--- src/rtl/dtc_pkg.sv ---
// ----------------------------------------------------------------------------
// Divider/timer counter package
// Shared widths, operation codes, control/status bundles and helper functions.
// ----------------------------------------------------------------------------
`default_nettype none

package dtc_pkg;

  localparam int OpW      = 3;
  localparam int ByteW    = 8;
  localparam int SysW     = 16;
  localparam int CtlW     = 3;
  localparam int ShiftW   = 4;
  localparam int LowW     = 11;  // low system counter bits below the widest period
  localparam int StepsW   = 5;   // at most sixteen increments per tick transfer
  localparam int DistW    = 19;
  localparam int InDataW  = 24;
  localparam int OutDataW = 40;

  localparam logic [ByteW-1:0] TopCount = 8'hFF;

  typedef enum logic [OpW-1:0] {
    OP_TICK    = 3'd0,
    OP_DIVIDER = 3'd1,
    OP_CONTROL = 3'd2,
    OP_COUNTER = 3'd3,
    OP_MODULO  = 3'd4
  } op_t;

  typedef struct packed {
    logic load_in;
    logic exec;
    logic bump;
    logic load_out;
  } cmd_t;

  typedef struct packed {
    logic steps_zero;
    logic out_free;
  } status_t;

  // Period exponent selected by the low two control bits.
  function automatic logic [ShiftW-1:0] period_shift(input logic [1:0] sel);
    logic [ShiftW-1:0] s;
    case (sel)
      2'd0:    s = 4'd10;
      2'd1:    s = 4'd4;
      2'd2:    s = 4'd6;
      default: s = 4'd8;
    endcase
    return s;
  endfunction

  // Level of the selected divider bit, forced low while the timer is disabled.
  function automatic logic tap_level(input logic [CtlW-1:0] ctl,
                                     input logic [SysW-1:0] sc);
    logic [ShiftW-1:0] sh;
    sh = period_shift(ctl[1:0]);
    return ctl[2] & sc[sh - 4'd1];
  endfunction

endpackage

`default_nettype wire

--- src/rtl/dtc_ctrl.sv ---
// ----------------------------------------------------------------------------
// Divider/timer counter controller
// Sequences capture, register update, timer increments and result hand-off.
// ----------------------------------------------------------------------------
`default_nettype none

module dtc_ctrl (
  input  wire logic           clk,
  input  wire logic           rst,
  input  wire logic           in_valid,
  output logic                in_ready,
  input  wire dtc_pkg::status_t status,
  output dtc_pkg::cmd_t       cmd
);

  typedef enum logic [3:0] {
    ST_IDLE = 4'b0001,
    ST_EXEC = 4'b0010,
    ST_BUMP = 4'b0100,
    ST_DONE = 4'b1000
  } state_t;

  state_t state;
  state_t state_next;

  always_ff @(posedge clk) begin
    if (rst) begin
      state <= ST_IDLE;
    end else begin
      state <= state_next;
    end
  end

  always_comb begin
    state_next = state;
    cmd        = '0;
    in_ready   = 1'b0;
    case (state)
      ST_IDLE: begin
        in_ready = 1'b1;
        if (in_valid) begin
          cmd.load_in = 1'b1;
          state_next  = ST_EXEC;
        end
      end
      ST_EXEC: begin
        cmd.exec   = 1'b1;
        state_next = ST_BUMP;
      end
      ST_BUMP: begin
        // One timer increment per cycle until the pending count drains.
        if (status.steps_zero) begin
          state_next = ST_DONE;
        end else begin
          cmd.bump = 1'b1;
        end
      end
      ST_DONE: begin
        if (status.out_free) begin
          cmd.load_out = 1'b1;
          state_next   = ST_IDLE;
        end
      end
      default: begin
        state_next = ST_IDLE;
      end
    endcase
  end

endmodule

`default_nettype wire

--- src/rtl/dtc_datapath.sv ---
// ----------------------------------------------------------------------------
// Divider/timer counter datapath
// Holds the timer registers, the pending increment count and the result stage.
// ----------------------------------------------------------------------------
`default_nettype none

module dtc_datapath (
  input  wire logic                            clk,
  input  wire logic                            rst,
  input  wire dtc_pkg::cmd_t                   cmd,
  output dtc_pkg::status_t                     status,
  input  wire logic [dtc_pkg::InDataW-1:0]     in_data,
  output logic                                 out_valid,
  input  wire logic                            out_ready,
  output logic [dtc_pkg::OutDataW-1:0]         out_data,
  output logic                                 out_irq
);

  logic [dtc_pkg::OpW-1:0]    op_q;
  logic [dtc_pkg::ByteW-1:0]  cycles_q;
  logic [dtc_pkg::ByteW-1:0]  value_q;

  logic [dtc_pkg::SysW-1:0]   sys_cnt;
  logic [dtc_pkg::ByteW-1:0]  tim_cnt;
  logic [dtc_pkg::ByteW-1:0]  mod_val;
  logic [dtc_pkg::CtlW-1:0]   ctl;
  logic [dtc_pkg::StepsW-1:0] steps;
  logic                       irq;

  logic [dtc_pkg::ShiftW-1:0] shift;
  logic [dtc_pkg::LowW-1:0]   period;
  logic [dtc_pkg::LowW-1:0]   low;
  logic [dtc_pkg::LowW:0]     low_sum;
  logic [dtc_pkg::CtlW-1:0]   ctl_new;
  logic [dtc_pkg::LowW-1:0]   until_edge;
  logic [dtc_pkg::DistW-1:0]  ovf_dist;

  always_comb begin
    shift      = dtc_pkg::period_shift(ctl[1:0]);
    period     = dtc_pkg::LowW'(1) << shift;
    low        = sys_cnt[dtc_pkg::LowW-1:0] & (period - dtc_pkg::LowW'(1));
    // Crossings of a period boundary while adding the tick count.
    low_sum    = {1'b0, low} + (dtc_pkg::LowW+1)'(cycles_q);
    ctl_new    = value_q[dtc_pkg::CtlW-1:0];
    until_edge = period - low;
    if (ctl[2]) begin
      ovf_dist = (dtc_pkg::DistW'(dtc_pkg::TopCount - tim_cnt) << shift)
                 + dtc_pkg::DistW'(until_edge);
    end else begin
      ovf_dist = '0;
    end
  end

  always_ff @(posedge clk) begin
    if (cmd.load_in) begin
      op_q     <= in_data[2:0];
      cycles_q <= in_data[10:3];
      value_q  <= in_data[18:11];
    end
  end

  always_ff @(posedge clk) begin
    if (rst) begin
      sys_cnt <= '0;
      tim_cnt <= '0;
      mod_val <= '0;
      ctl     <= '0;
      steps   <= '0;
      irq     <= 1'b0;
    end else if (cmd.load_in) begin
      irq   <= 1'b0;
      steps <= '0;
    end else if (cmd.exec) begin
      case (op_q)
        dtc_pkg::OP_TICK: begin
          sys_cnt <= sys_cnt + dtc_pkg::SysW'(cycles_q);
          if (ctl[2]) begin
            steps <= dtc_pkg::StepsW'(low_sum >> shift);
          end
        end
        dtc_pkg::OP_DIVIDER: begin
          sys_cnt <= '0;
          steps   <= dtc_pkg::StepsW'(dtc_pkg::tap_level(ctl, sys_cnt));
        end
        dtc_pkg::OP_CONTROL: begin
          ctl   <= ctl_new;
          steps <= dtc_pkg::StepsW'(dtc_pkg::tap_level(ctl, sys_cnt)
                                    & ~dtc_pkg::tap_level(ctl_new, sys_cnt));
        end
        dtc_pkg::OP_COUNTER: begin
          tim_cnt <= value_q;
        end
        dtc_pkg::OP_MODULO: begin
          mod_val <= value_q;
        end
        default: begin
        end
      endcase
    end else if (cmd.bump) begin
      steps <= steps - dtc_pkg::StepsW'(1);
      if (tim_cnt == dtc_pkg::TopCount) begin
        tim_cnt <= mod_val;
        irq     <= 1'b1;
      end else begin
        tim_cnt <= tim_cnt + dtc_pkg::ByteW'(1);
      end
    end
  end

  // Result stage: frees the core to take the next transfer while this one waits.
  always_ff @(posedge clk) begin
    if (rst) begin
      out_valid <= 1'b0;
    end else if (cmd.load_out) begin
      out_valid <= 1'b1;
    end else if (out_ready) begin
      out_valid <= 1'b0;
    end
  end

  always_ff @(posedge clk) begin
    if (cmd.load_out) begin
      out_data <= {5'd0, ovf_dist, sys_cnt[15:8], tim_cnt};
      out_irq  <= irq;
    end
  end

  assign status.steps_zero = (steps == '0);
  assign status.out_free   = ~out_valid | out_ready;

  a_bump_needs_steps: assert property (@(posedge clk) disable iff (rst)
    cmd.bump |-> steps != '0)
    else $error("timer increment issued with no pending steps");

  a_steps_bound: assert property (@(posedge clk) disable iff (rst)
    steps <= dtc_pkg::StepsW'(16))
    else $error("pending increment count exceeds sixteen");

  a_load_out_free: assert property (@(posedge clk) disable iff (rst)
    cmd.load_out |-> status.out_free)
    else $error("result stage overwritten while still holding a transfer");

  a_write_no_steps: assert property (@(posedge clk) disable iff (rst)
    cmd.exec && (op_q == dtc_pkg::OP_COUNTER || op_q == dtc_pkg::OP_MODULO)
    |=> steps == '0)
    else $error("register write produced timer increments");

endmodule

`default_nettype wire

--- src/rtl/divider_timer_counter.sv ---
// ----------------------------------------------------------------------------
// Divider/timer counter
// Console system counter with a programmable timer, modulo reload and IRQ.
// ----------------------------------------------------------------------------
// Usage: each transfer on the s_ side carries one operation (tick, divider
// write, control write, counter write or modulo write). Exactly one result
// transfer leaves on the m_ side per input, in order, carrying the timer
// counter, the divider byte, the cycles left to the next overflow and, in
// m_tuser, an interrupt pulse flag.
// Sequence: an item is captured on acceptance, executed, then given n timer
// increments (0 to 16 for a tick, at most 1 for a divider or control write)
// before it is loaded into the result stage. The increments run one per
// cycle through the timer counter's incrementer, which sets the rate.
// A new item is accepted in the cycle after the previous one is handed to
// the result register; no new item is taken while one is still in work.
// Reset clears all timer registers and empties the result register.
// When the receiver stalls, the result stays in the output register; the
// block finishes the next item and then waits until the register is taken.
// ----------------------------------------------------------------------------
`default_nettype none

module divider_timer_counter (
  input  wire logic                            clk,
  input  wire logic                            rst,
  input  wire logic                            s_tvalid,
  output logic                                 s_tready,
  // op [2:0], cycles [10:3], value [18:11], zero fill above
  input  wire logic [dtc_pkg::InDataW-1:0]     s_tdata,
  output logic                                 m_tvalid,
  input  wire logic                            m_tready,
  // timer_count [7:0], divider_byte [15:8], cycles_to_overflow [34:16]
  output logic [dtc_pkg::OutDataW-1:0]         m_tdata,
  // timer_irq [0]
  output logic [0:0]                           m_tuser
);

  dtc_pkg::cmd_t    cmd;
  dtc_pkg::status_t status;

  dtc_ctrl u_ctrl (
    .clk      (clk),
    .rst      (rst),
    .in_valid (s_tvalid),
    .in_ready (s_tready),
    .status   (status),
    .cmd      (cmd)
  );

  dtc_datapath u_datapath (
    .clk       (clk),
    .rst       (rst),
    .cmd       (cmd),
    .status    (status),
    .in_data   (s_tdata),
    .out_valid (m_tvalid),
    .out_ready (m_tready),
    .out_data  (m_tdata),
    .out_irq   (m_tuser[0])
  );

endmodule

`default_nettype wire

--- config.mk ---
export PLATFORM = sky130hd
export DESIGN_NAME = divider_timer_counter
export DESIGN_NICKNAME = d
export VERILOG_FILES = /design/src/rtl/dtc_pkg.sv /design/src/rtl/dtc_ctrl.sv /design/src/rtl/dtc_datapath.sv /design/src/rtl/divider_timer_counter.sv
export SDC_FILE = /design/constraint.sdc
export NUM_CORES = 1
export LEC_CHECK = 0
export BUFFER_PORTS_ARGS = -buffer_cell sky130_fd_sc_hd__buf_2
export CORE_AREA = 2 2 107 109
export DETAILED_ROUTE_END_ITERATION = 7
export DIE_AREA = 0 0 109 111
export PLACE_DENSITY = 0.9
export SLEW_MARGIN = 30
export SYNTH_ARGS = -nofsm -noshare
export SYNTH_HDL_FRONTEND = slang
export SYNTH_SLANG_ARGS = --single-unit
export TNS_END_PERCENT = 10
--- constraint.sdc ---
create_clock -name clk -period 6.9 [get_ports clk]
set_input_delay 0.345 -clock clk [delete_from_list [all_inputs] [get_ports clk]]
set_output_delay 0.345 -clock clk [all_outputs]
set_load 0.05 [all_outputs]
==> results of run 1 <==
==> worst max-delay path: stages, from the launching register on <==
cell and delay, ns:
dfxtp_2 0.48, inv_1 0.30, ha_1 0.62, nand2_1 0.27, ha_1 0.39, nand3_1 0.10, a221oi_1 0.53, a21oi_1 0.21
a2111oi_0 0.44, a31oi_1 0.10, o31ai_1 0.10, ha_1 0.27, o21a_1 0.14, o21ai_0 0.06, nand2b_1 0.13, a31oi_1 0.15
or4b_1 0.62, mux2_1 0.35
==> sequential cells by signal (all words and copies together) (netlist names) <==
signal,cells
u_datapath.mod_val,8
u_datapath.out_data,35
u_datapath.sys_cnt,16
u_ctrl.state,4
u_datapath.steps,5
u_datapath.value_q,8
u_datapath.irq,1
u_datapath.out_irq,1
u_datapath.tim_cnt,8
u_datapath.cycles_q,8
u_datapath.out_valid,1
u_datapath.op_q,3
u_datapath.ctl,3
==> power groups by stage <==
stage | clock (uW) | sequential [uW] | combinational [uW]
after floorplan | 0 | 663 | 84.8
after global routing | 527 | 659 | 113
after detailed placement | 0 | 671 | 101
after global placement | 0 | 670 | 97.1
after CTS | 504 | 657 | 102
final | 499 | 657 | 102
==> logic make-up (layout without fill, tap and decap cells) <==
logic type	count (synthesis)	count (layout)	share of synthesized area [%]
and+or+nand+nor	245	245	19.1
DFF	101	101	40.1
other	1	8	0.0585
adders and majority gates	40	40	7.92
buffers and inverters	59	101	3.98
muxes	31	31	5.70
AOI/OAI and AO/OA	175	175	18.8
xor gates and xnor gates	32	32	4.37
==> synth_stat cells, drive strengths merged (3+ instances only) <==
master   instances
or3              5
a22o             4
nor4b            4
nand2           49
or4              6
nor4             3
ha              39
a21o            10
mux2             4
or4b             3
nand2b          13
o21a             7
nand3b           4
o21bai           3
inv             21
clkbuf          25
nor3            22
xor2            14
edfxtp          55
nor2b            8
xnor2           18
and2             7
nand4            5
mux4             4
a31oi            9
o21ai           24
o211ai           8
o31ai            8
nand3           16
a211oi          13
and3             6
a31o             3
a2111oi          4
dfxtp           46
mux2i           23
nor2            84
a21oi           52
a22oi            7
buf             12
or2              5
==> per-stage QoR <==
stage | hold WS [ns] | total power [uW] | cell area, sq um
floorplan | 0.406 | 748 | 6440
global placement | 0.422 | 767 | 6770
detailed placement | 0.427 | 772 | 6770
CTS | 0.154 | 1260 | 7060
global route | 0.146 | 1300 | 7090
finish | 0.158 | 1260 | 7090
==> layout make-up <==
class | count | area (sq um) | share of cell area, %
clock buffers | 9 | 225 | 3.17
clock inverters | 7 | 65.1 | 0.917
inverters | 22 | 82.6 | 1.16
multi-input cells | 531 | 3630 | 51.1
flip-flops and latches | 101 | 2570 | 36.3
well taps | 143 | 179 | 2.52
repair buffers | 63 | 343 | 4.83
==> cell usage in the layout (no fill, tap or decap), types with 4 or more instances in the layout <==
master / synthesis / final
mux4_2: 4 / 4
and2_1: 7 / 7
nor2_1: 83 / 82
nor2b_1: 8 / 8
a21oi_1: 52 / 52
or4_1: 6 / 6
a31oi_1: 9 / 8
and3_1: 6 / 6
inv_1: 21 / 21
o21a_1: 7 / 7
mux2i_1: 23 / 23
ha_1: 39 / 39
or2_2: 4 / 4
a22oi_1: 7 / 7
a22o_1: 4 / 4
o31ai_1: 8 / 8
xor2_1: 14 / 14
nand3b_1: 4 / 4
a21o_1: 10 / 10
nand3_1: 16 / 16
edfxtp_1: 55 / 55
a211oi_1: 13 / 13
o211ai_1: 8 / 8
nor3_1: 21 / 21
o21ai_0: 20 / 20
or3_1: 5 / 5
nand4_1: 5 / 5
conb_1: 1 / 8
buf_2: 3 / 60
nand2_1: 49 / 49
nand2b_1: 13 / 13
clkbuf_16: 0 / 9
o21ai_1: 4 / 4
xnor2_1: 18 / 18
dfxtp_1: 46 / 45
==> metal layers <==
layer	track usage [%]	vias to the layer above	share of wire [%]
li1	-	2608	-
met1	31.5	2579	41
met2	41.2	203	50
met3	3.82	38	5.7
met4	12.1	0	2.9
met5	0	-	0
==> worst max-delay path by stage <==
stage | from | to | slack (ns) | cells past startpoint
after floorplan | u_datapath.ctl[0] | u_datapath.out_data[30] | 2.00 | 20
after global placement | u_datapath.ctl[0] | u_datapath.out_data[30] | 1.52 | 17
after detailed placement | u_datapath.ctl[0] | u_datapath.out_data[30] | 1.29 | 17
after CTS | u_datapath.ctl[0] | u_datapath.out_data[30] | 1.23 | 17
after global routing | u_datapath.ctl[0] | u_datapath.out_data[30] | 1.15 | 17
final | u_datapath.ctl[0] | u_datapath.out_data[30] | 1.41 | 17
==> results.json, run 1 <==
{
  "setup_tns_ns": 0,
  "grt_pass1_vias": 5228,
  "power_frac_comb_pct": 8.1,
  "p_sw_uw": 324,
  "pre_cts_ws_ns": 1.29,
  "dieArea_sq_mm": 0.0121,
  "grt_max_degree": 37,
  "fmax_mhz": 182,
  "ant_nets": 0,
  "path_max_fanout": 25,
  "drv_slew": 0,
  "setup_violations": 0,
  "via_count": 5428,
  "die_x_um": 109,
  "vias_per_cell": 6.20,
  "drtIter0Drc": 454,
  "finalCoreUtilization_pct": 64.0,
  "synth_edf_count": 55,
  "startpoint_type": "flip-flop",
  "r2r_cells": 17,
  "wl_per_cell_um": 16.7,
  "synthFlopType": "edfxtp_1",
  "slew_headroom_pct": 41.2,
  "yosys.area.top_type_share_pct": 25.8,
  "skew_ns": 0.00796,
  "grt_pass1_wl_um": 24200,
  "drt-total-wl_um": 14700,
  "cts_made_buffers": 9,
  "crit_arrival_ns": 5.60,
  "cts_sinks": 101,
  "ys_async_sr_fraction_pct": 0,
  "critical_path_required_ns": 7.01,
  "hold_depth": 1,
  "root_buffer": "clkbuf_16",
  "yosysWarnings": 0,
  "vdd_drop_max_v": 0.000116,
  "avgSynthCellArea_sq_um": 9.38,
  "seqPwrFrac_pct": 52.2,
  "dieHeight_um": 111,
  "core_area_sq_mm": 0.0111,
  "synth_cell_types": 74,
  "nets": 796,
  "track_usage_pct": 24.9,
  "cts_setup_buffers": 0,
  "fin_crit_sh_pct": 79.6,
  "power.density_mw_per_mm2": 177,
  "hold_buffers": 0,
  "switching_share_pct": 25.7,
  "io_pins": 71,
  "hp-class": "input port to flip-flop",
  "n_antenna_cell": 0,
  "clockPowerShare_pct": 39.6,
  "syn_inst": 684,
  "cts.htree.levels": 3,
  "fin_crit_ns": 5.49,
  "fin_ws_ns": 1.41,
  "min_to": "u_datapath.value_q[0]",
  "min_from": "s_tdata[11]",
  "initial_core_util_pct": 57.9,
  "synth.top_cells.by_area": "edfxtp_1, dfxtp_1, ha_1",
  "worstSetupPathType": "flip-flop to flip-flop",
  "worst_pin_slew_ns": 0.879,
  "clk_pin_slew_ns": 0.07,
  "drv_cap": 0,
  "gp_congestion": 0.920,
  "fillers": 879,
  "area_growth_pct": 10.6,
  "ys_seq_area_share_pct": 40.1,
  "synth_seq_cells": 101,
  "netlist_area_sq_mm": 0.00641,
  "hold_viol_final": 0,
  "gr-total-overflow": 0,
  "route.detailed.drc": 0,
  "grt_antenna_before_repair": 0,
  "leakage_uw": 0.00275,
  "r2r_slack_ns": 1.41,
  "outcome": "finished, final reports clean",
  "drt-pass1-iter-count": 7,
  "dp_cells": 859,
  "cts_tree": "built",
  "cts_resized": 0,
  "yosysTopAreaCell": "edfxtp_1",
  "clock_latency_ns": 0.36,
  "intPower_uw": 935,
  "drive_gt1_share_pct": 14.1,
  "hpwl_um": 10900,
  "endpoint_kind": "flip-flop",
  "clockBufferDepth": 2,
  "fp-row-count": 39,
  "rsz0062_at_grt": "false",
  "r2r-start": "u_datapath.ctl[0]",
  "finalNonFillerCells": 876,
  "portBuffers": 60,
  "timing.rr.end": "u_datapath.out_data[30]"
}
No activity file was read; power rests on OpenSTA's default activity.
==> run 2, diff against run 1 <==
CORE_AREA = 2 2 112 114   (was 2 2 107 109)
DIE_AREA = 0 0 114 116   (was 0 0 109 111)
PLACE_DENSITY = 0.87   (was 0.9)
clock period = 4.6 ns   (was 6.9 ns; I/O delays follow)
==> run 2 against run 1 <==
Clock power grew 45%; clock skew up 0.0024 ns; sequential share of layout area is 0.39 points lower; first-iteration DRC count fell by 7.0%; utilization is 3.8 points lower; worst setup slack lost 1.1 ns; clock-buffer cell count grew 3; largest cell class unchanged.
==> results.json, run 2 (synthesis results as in run 1) <==
{
  "cts_made_buffers": 9,
  "cp_slowest_cell": "or4b_4",
  "outcome": "finished, final reports clean",
  "largestRegisters": "u_datapath.out_data (35), u_datapath.sys_cnt (16)",
  "fin_area_sq_mm": 0.00718,
  "n_antenna_cell": 0,
  "startpoint_type": "flip-flop",
  "ff_latch_area_sq_mm": 0.00257,
  "finalPower_uw": 1870,
  "vias_per_cell": 6.05,
  "core_area_sq_mm": 0.0119,
  "skew_ns": 0.0104,
  "grt_pass1_wl_um": 22700,
  "vdd_drop_max_v": 0.000308,
  "ant_nets": 0,
  "pre_cts_ws_ns": 0.0659,
  "crit_arrival_ns": 4.43,
  "dieHeight_um": 116,
  "via_count": 5363,
  "hp-class": "input port to flip-flop",
  "wl_per_cell_um": 16.0,
  "drv_slew": 0,
  "worstSetupPathType": "flip-flop to flip-flop",
  "cts_tree": "built",
  "gp_congestion": 0.879,
  "setup_violations": 0,
  "fillers": 977,
  "wl_met3_um": 935,
  "cpPeakStageDelay_ns": 0.59,
  "cp_num_buf_inv": 1,
  "final_cell_mix": "nor2_1, buf_2, edfxtp_1",
  "drive_gt1_share_pct": 15.3,
  "hold_depth": 1,
  "io_pins": 71,
  "nets": 803,
  "endpoint_kind": "flip-flop",
  "whs_ns": 0.0456,
  "die_x_um": 114,
  "route.detailed.drc": 0,
  "fin_crit_ns": 4.32,
  "cp_cell_sequence": "inv_1, ha_2, nand2_1, ha_1, nand3b_1, a221oi_4, a21oi_1, a2111oi_1, a31oi_1, o31ai_1, ha_1, o21a_1, o21ai_0, nand2b_1, a31oi_1, or4b_4, mux2_1",
  "drt-total-wl_um": 14200,
  "hold_viol_final": 0,
  "cts.htree.levels": 3,
  "cts_sinks": 101,
  "grt_max_degree": 37,
  "clk_pin_slew_ns": 0.07,
  "portBuffers": 60,
  "r2r_cells": 17,
  "grt_antenna_before_repair": 0,
  "wl_met1_um": 6120,
  "multi_input_area_sq_mm": 0.00365,
  "regMostFlops": "u_datapath.out_data",
  "clockBufferDepth": 2,
  "placed_area_sq_mm": 0.00681,
  "fmax_mhz": 231,
  "grt_pass1_vias": 4945,
  "gr-total-overflow": 0,
  "dieArea_sq_mm": 0.0132,
  "root_buffer": "clkbuf_16",
  "drt-pass1-iter-count": 5,
  "fin_ws_ns": 0.278,
  "clock_latency_ns": 0.35,
  "critical-path-top-delay-family": "compound AO/OA/AOI/OAI gates",
  "initial_core_util_pct": 53.8,
  "drv_cap": 0,
  "worst_pin_slew_ns": 0.825,
  "hpwl_um": 10300,
  "setup_tns_ns": 0,
  "leakage_uw": 0.00279,
  "path_max_fanout": 7,
  "drtIter0Drc": 422,
  "critical_path_required_ns": 4.70,
  "wl_met2_um": 6780,
  "fin_crit_sh_pct": 93.9,
  "slew_headroom_pct": 44.8,
  "fp-row-count": 40,
  "area_growth_pct": 11.9,
  "path_depth": 17,
  "final_common_cell": "nor2_1",
  "dr.max_layer_used": "met4",
  "largest_reg_flops": 35,
  "track_usage_pct": 21.4,
  "power.density_mw_per_mm2": 260
}
-- run 2: cell count changes in the layout (fill, tap and decap cells not counted), sizes merged --
cell and change:
inv -4, buf +7, clkbuf +3, clkinv +2, clkinvlp -1
-- run 2: final timing paths --
kind | from | endpoint | slack (ns)
setup / recovery | u_datapath.ctl[1] | u_datapath.out_data[30] | 0.28
hold / removal | s_tdata[0] | u_datapath.op_q[0] | 0.05
setup reg to reg | u_datapath.ctl[1] | u_datapath.out_data[30] | 0.28
hold reg to reg | u_datapath.irq | u_datapath.out_irq | 0.45
-- run 2: where the power goes --
group / switching [uW] / internal [uW]
logic: 97.7 / 57.6
registers: 19.9 / 966
clock network: 327 / 399
-- run 2: layout make-up --
| type | instances | share of cell area [%] |
|---|---|---|
| Timing Repair Buffer | 70 | 5.51 |
| Multi-Input combinational cell | 531 | 50.9 |
| Clock buffer | 12 | 3.57 |
| Sequential cell | 101 | 35.9 |
| Inverter | 22 | 1.15 |
| Clock inverter | 4 | 0.436 |
| Tap cell | 147 | 2.56 |
-- run 2: repair_timing --
action / CTS / global route
buffers inserted: 0 / 2
setup endpoints to repair: 0 / 8
resized for setup: 0 / 5
hold buffers: 0 / 0
-- run 2: per-layer routing --
layer,GRT usage [%],up-vias
met5,0,-
met4,8.62,0
met3,4.71,33
met2,36.5,223
li1,-,2630
met1,26.6,2477
-- run 2: stage by stage --
| stage | instances | utilization [%] |
|---|---|---|
| finish | 887 | 60.2 |
| global route | 887 | 60.2 |
| CTS | 883 | 59.6 |
| detailed placement | 867 | 57.2 |
| global placement | 867 | 57.2 |
| floorplan | 691 | - |
-- run 2: worst reg2reg max path, stage by stage, from the launching register on --
cell and delay [ns]:
dfxtp_2 0.37, inv_1 0.09, ha_2 0.40, nand2_1 0.15, ha_1 0.25, nand3b_1 0.21, a221oi_4 0.32, a21oi_1 0.15
a2111oi_1 0.35, a31oi_1 0.07, o31ai_1 0.09, ha_1 0.22, o21a_1 0.14, o21ai_0 0.07, nand2b_1 0.12, a31oi_1 0.16
or4b_4 0.60, mux2_1 0.32
==> run 3, diff against run 2 <==
CELL_PAD_IN_SITES_DETAIL_PLACEMENT = 1   (was not set)
CELL_PAD_IN_SITES_GLOBAL_PLACEMENT = 1   (was not set)
CORE_AREA = 2 2 129 131   (was 2 2 112 114)
DIE_AREA = 0 0 131 133   (was 0 0 114 116)
PLACE_DENSITY = 0.85   (was 0.87)
==> run 3 against run 2 <==
Clock-buffer cell count fell by 2; fmax is 0.97% higher; power down 0.35%; wire length increased by 16%; sequential power about the same; worst setup slack improved by 0.042 ns; critical endpoint unchanged; non-clock buffer count grew 2; critical path type unchanged.
==> results.json, run 3 (synthesis results as in run 1) <==
{
  "ant_nets": 0,
  "clockPowerShare_pct": 38.5,
  "gr-total-overflow": 0,
  "area_growth_pct": 13.2,
  "clk_pin_slew_ns": 0.07,
  "drv_cap": 0,
  "endpoint_kind": "flip-flop",
  "fin_crit_ns": 4.28,
  "drt-pass1-iter-count": 4,
  "initial_core_util_pct": 39.7,
  "cpPeakStageDelay_ns": 0.61,
  "final_common_cell": "nor2_1",
  "placed_area_sq_mm": 0.00693,
  "wl_met1_um": 7210,
  "crit_start": "u_datapath.ctl[1]",
  "wl_met3_um": 616,
  "setup_tns_ns": 0,
  "cts_sinks": 101,
  "min_from": "s_tdata[15]",
  "gp_congestion": 0.854,
  "crit_arrival_ns": 4.38,
  "vdd_drop_max_v": 0.000167,
  "hp-class": "input port to flip-flop",
  "worst_pin_slew_ns": 0.834,
  "nets": 805,
  "drive_gt1_share_pct": 15.6,
  "io_pins": 71,
  "cts_made_buffers": 9,
  "dieArea_sq_mm": 0.0174,
  "critical_path_required_ns": 4.70,
  "cp_slowest_cell": "or4b_1",
  "root_buffer": "clkbuf_16",
  "cpMostUsedCell": "ha_1",
  "startpoint_type": "flip-flop",
  "final_cell_mix": "nor2_1, buf_2, edfxtp_1",
  "drt-total-wl_um": 16400,
  "cts_tree": "built",
  "drv_slew": 0,
  "intPower_uw": 1390,
  "path_max_fanout": 7,
  "skew_ns": 0.00826,
  "finalPower_uw": 1860,
  "r2r-start": "u_datapath.ctl[1]",
  "via_count": 5389,
  "power.density_mw_per_mm2": 256,
  "grt_pass1_wl_um": 26700,
  "clock_latency_ns": 0.35,
  "p_sw_uw": 467,
  "cp_num_buf_inv": 1,
  "outcome": "finished, final reports clean",
  "fp-row-count": 47,
  "switching_share_pct": 25.1,
  "r2r_cells": 15,
  "power_frac_comb_pct": 8.5,
  "fillers": 1889,
  "setup_violations": 0,
  "hpwl_um": 12400,
  "worstSetupPathType": "flip-flop to flip-flop",
  "grt_max_degree": 37,
  "wl_met2_um": 8190,
  "dr.max_layer_used": "met4",
  "fin_area_sq_mm": 0.00726,
  "grt_antenna_before_repair": 0,
  "finalCoreUtilization_pct": 44.9,
  "portBuffers": 60,
  "wl_per_cell_um": 17.0,
  "cp_cell_sequence": "inv_1, ha_2, nand2_1, ha_1, nand3_1, a221oi_2, a31o_2, a21oi_1, a2111o_1, o311ai_0, ha_1, or3_1, a31oi_1, or4b_1, mux2_1",
  "regMostFlops": "u_datapath.out_data",
  "rsz0062_at_grt": "false",
  "leakage_uw": 0.00279,
  "fmax_mhz": 234,
  "cts.htree.levels": 3,
  "die_x_um": 131,
  "hold_depth": 1,
  "n_antenna_cell": 0,
  "route.detailed.drc": 0,
  "seqPwrFrac_pct": 53.0,
  "critical-path-top-delay-family": "compound AO/OA/AOI/OAI gates",
  "largestRegisters": "u_datapath.out_data (35), u_datapath.sys_cnt (16)",
  "core_area_sq_mm": 0.0162,
  "fin_crit_sh_pct": 93.0,
  "slew_headroom_pct": 44.2,
  "dieHeight_um": 133,
  "vias_per_cell": 5.60,
  "grt_pass1_vias": 5381,
  "drtIter0Drc": 293,
  "clockBufferDepth": 2,
  "hold_viol_final": 0,
  "track_usage_pct": 19.3,
  "largest_reg_flops": 35,
  "path_depth": 15,
  "whs_ns": 0.0470
}
## run 3: cell count changes in the layout (fill, tap and decap cells not counted), sizes merged
cell	change
clkinvlp	+2
clkinv	-1
clkbuf	-2
buf	+2
inv	+1
## run 3: power groups by stage
| stage | Combinational, uW | Clock, uW | Sequential, uW |
|---|---|---|---|
| finish | 159 | 716 | 986 |
| detailed placement | 156 | 0 | 1010 |
| floorplan | 127 | 0 | 994 |
| global placement | 152 | 0 | 1010 |
| CTS | 157 | 739 | 986 |
| global route | 176 | 766 | 988 |
## run 3: through the flow
stage | std cells | setup WS, ns
2_1_floorplan | 691 | 0.0362
3_3_place_gp | 943 | 0.269
3_5_place_dp | 943 | 0.141
4_1_cts | 959 | 0.0751
5_1_grt | 962 | 0.0248
6_report | 962 | 0.320
## run 3: metal layers
metal	vias up	track usage [%]
met5	-	0
met4	0	6.97
met3	26	3.36
met2	129	32.9
met1	2616	24.3
li1	2618	-
## run 3: final cells by class
class | count | area [sq um] | area share, %
Clock buffer | 10 | 229 | 3.15
Multi-Input combinational cell | 531 | 3640 | 50.2
Inverter | 22 | 82.6 | 1.14
Sequential cell | 101 | 2570 | 35.5
Timing Repair Buffer | 72 | 410 | 5.65
Clock inverter | 6 | 46.3 | 0.637
Tap cell | 220 | 275 | 3.79
## run 3: path summary, 6_finish.rpt
path | to | slack (ns)
worst min register to register | u_datapath.out_irq | 0.46
worst min-delay path | u_datapath.value_q[4] | 0.05
worst max register to register | u_datapath.out_data[30] | 0.32
worst max-delay path | u_datapath.out_data[30] | 0.32
## run 3: timing repair
action | CTS | global route
endpoints found under the setup margin | 0 | 6
hold endpoints to repair | 0 | 0
hold buffers | 0 | 0
resized for setup | 0 | 5
setup buffers | 0 | 2
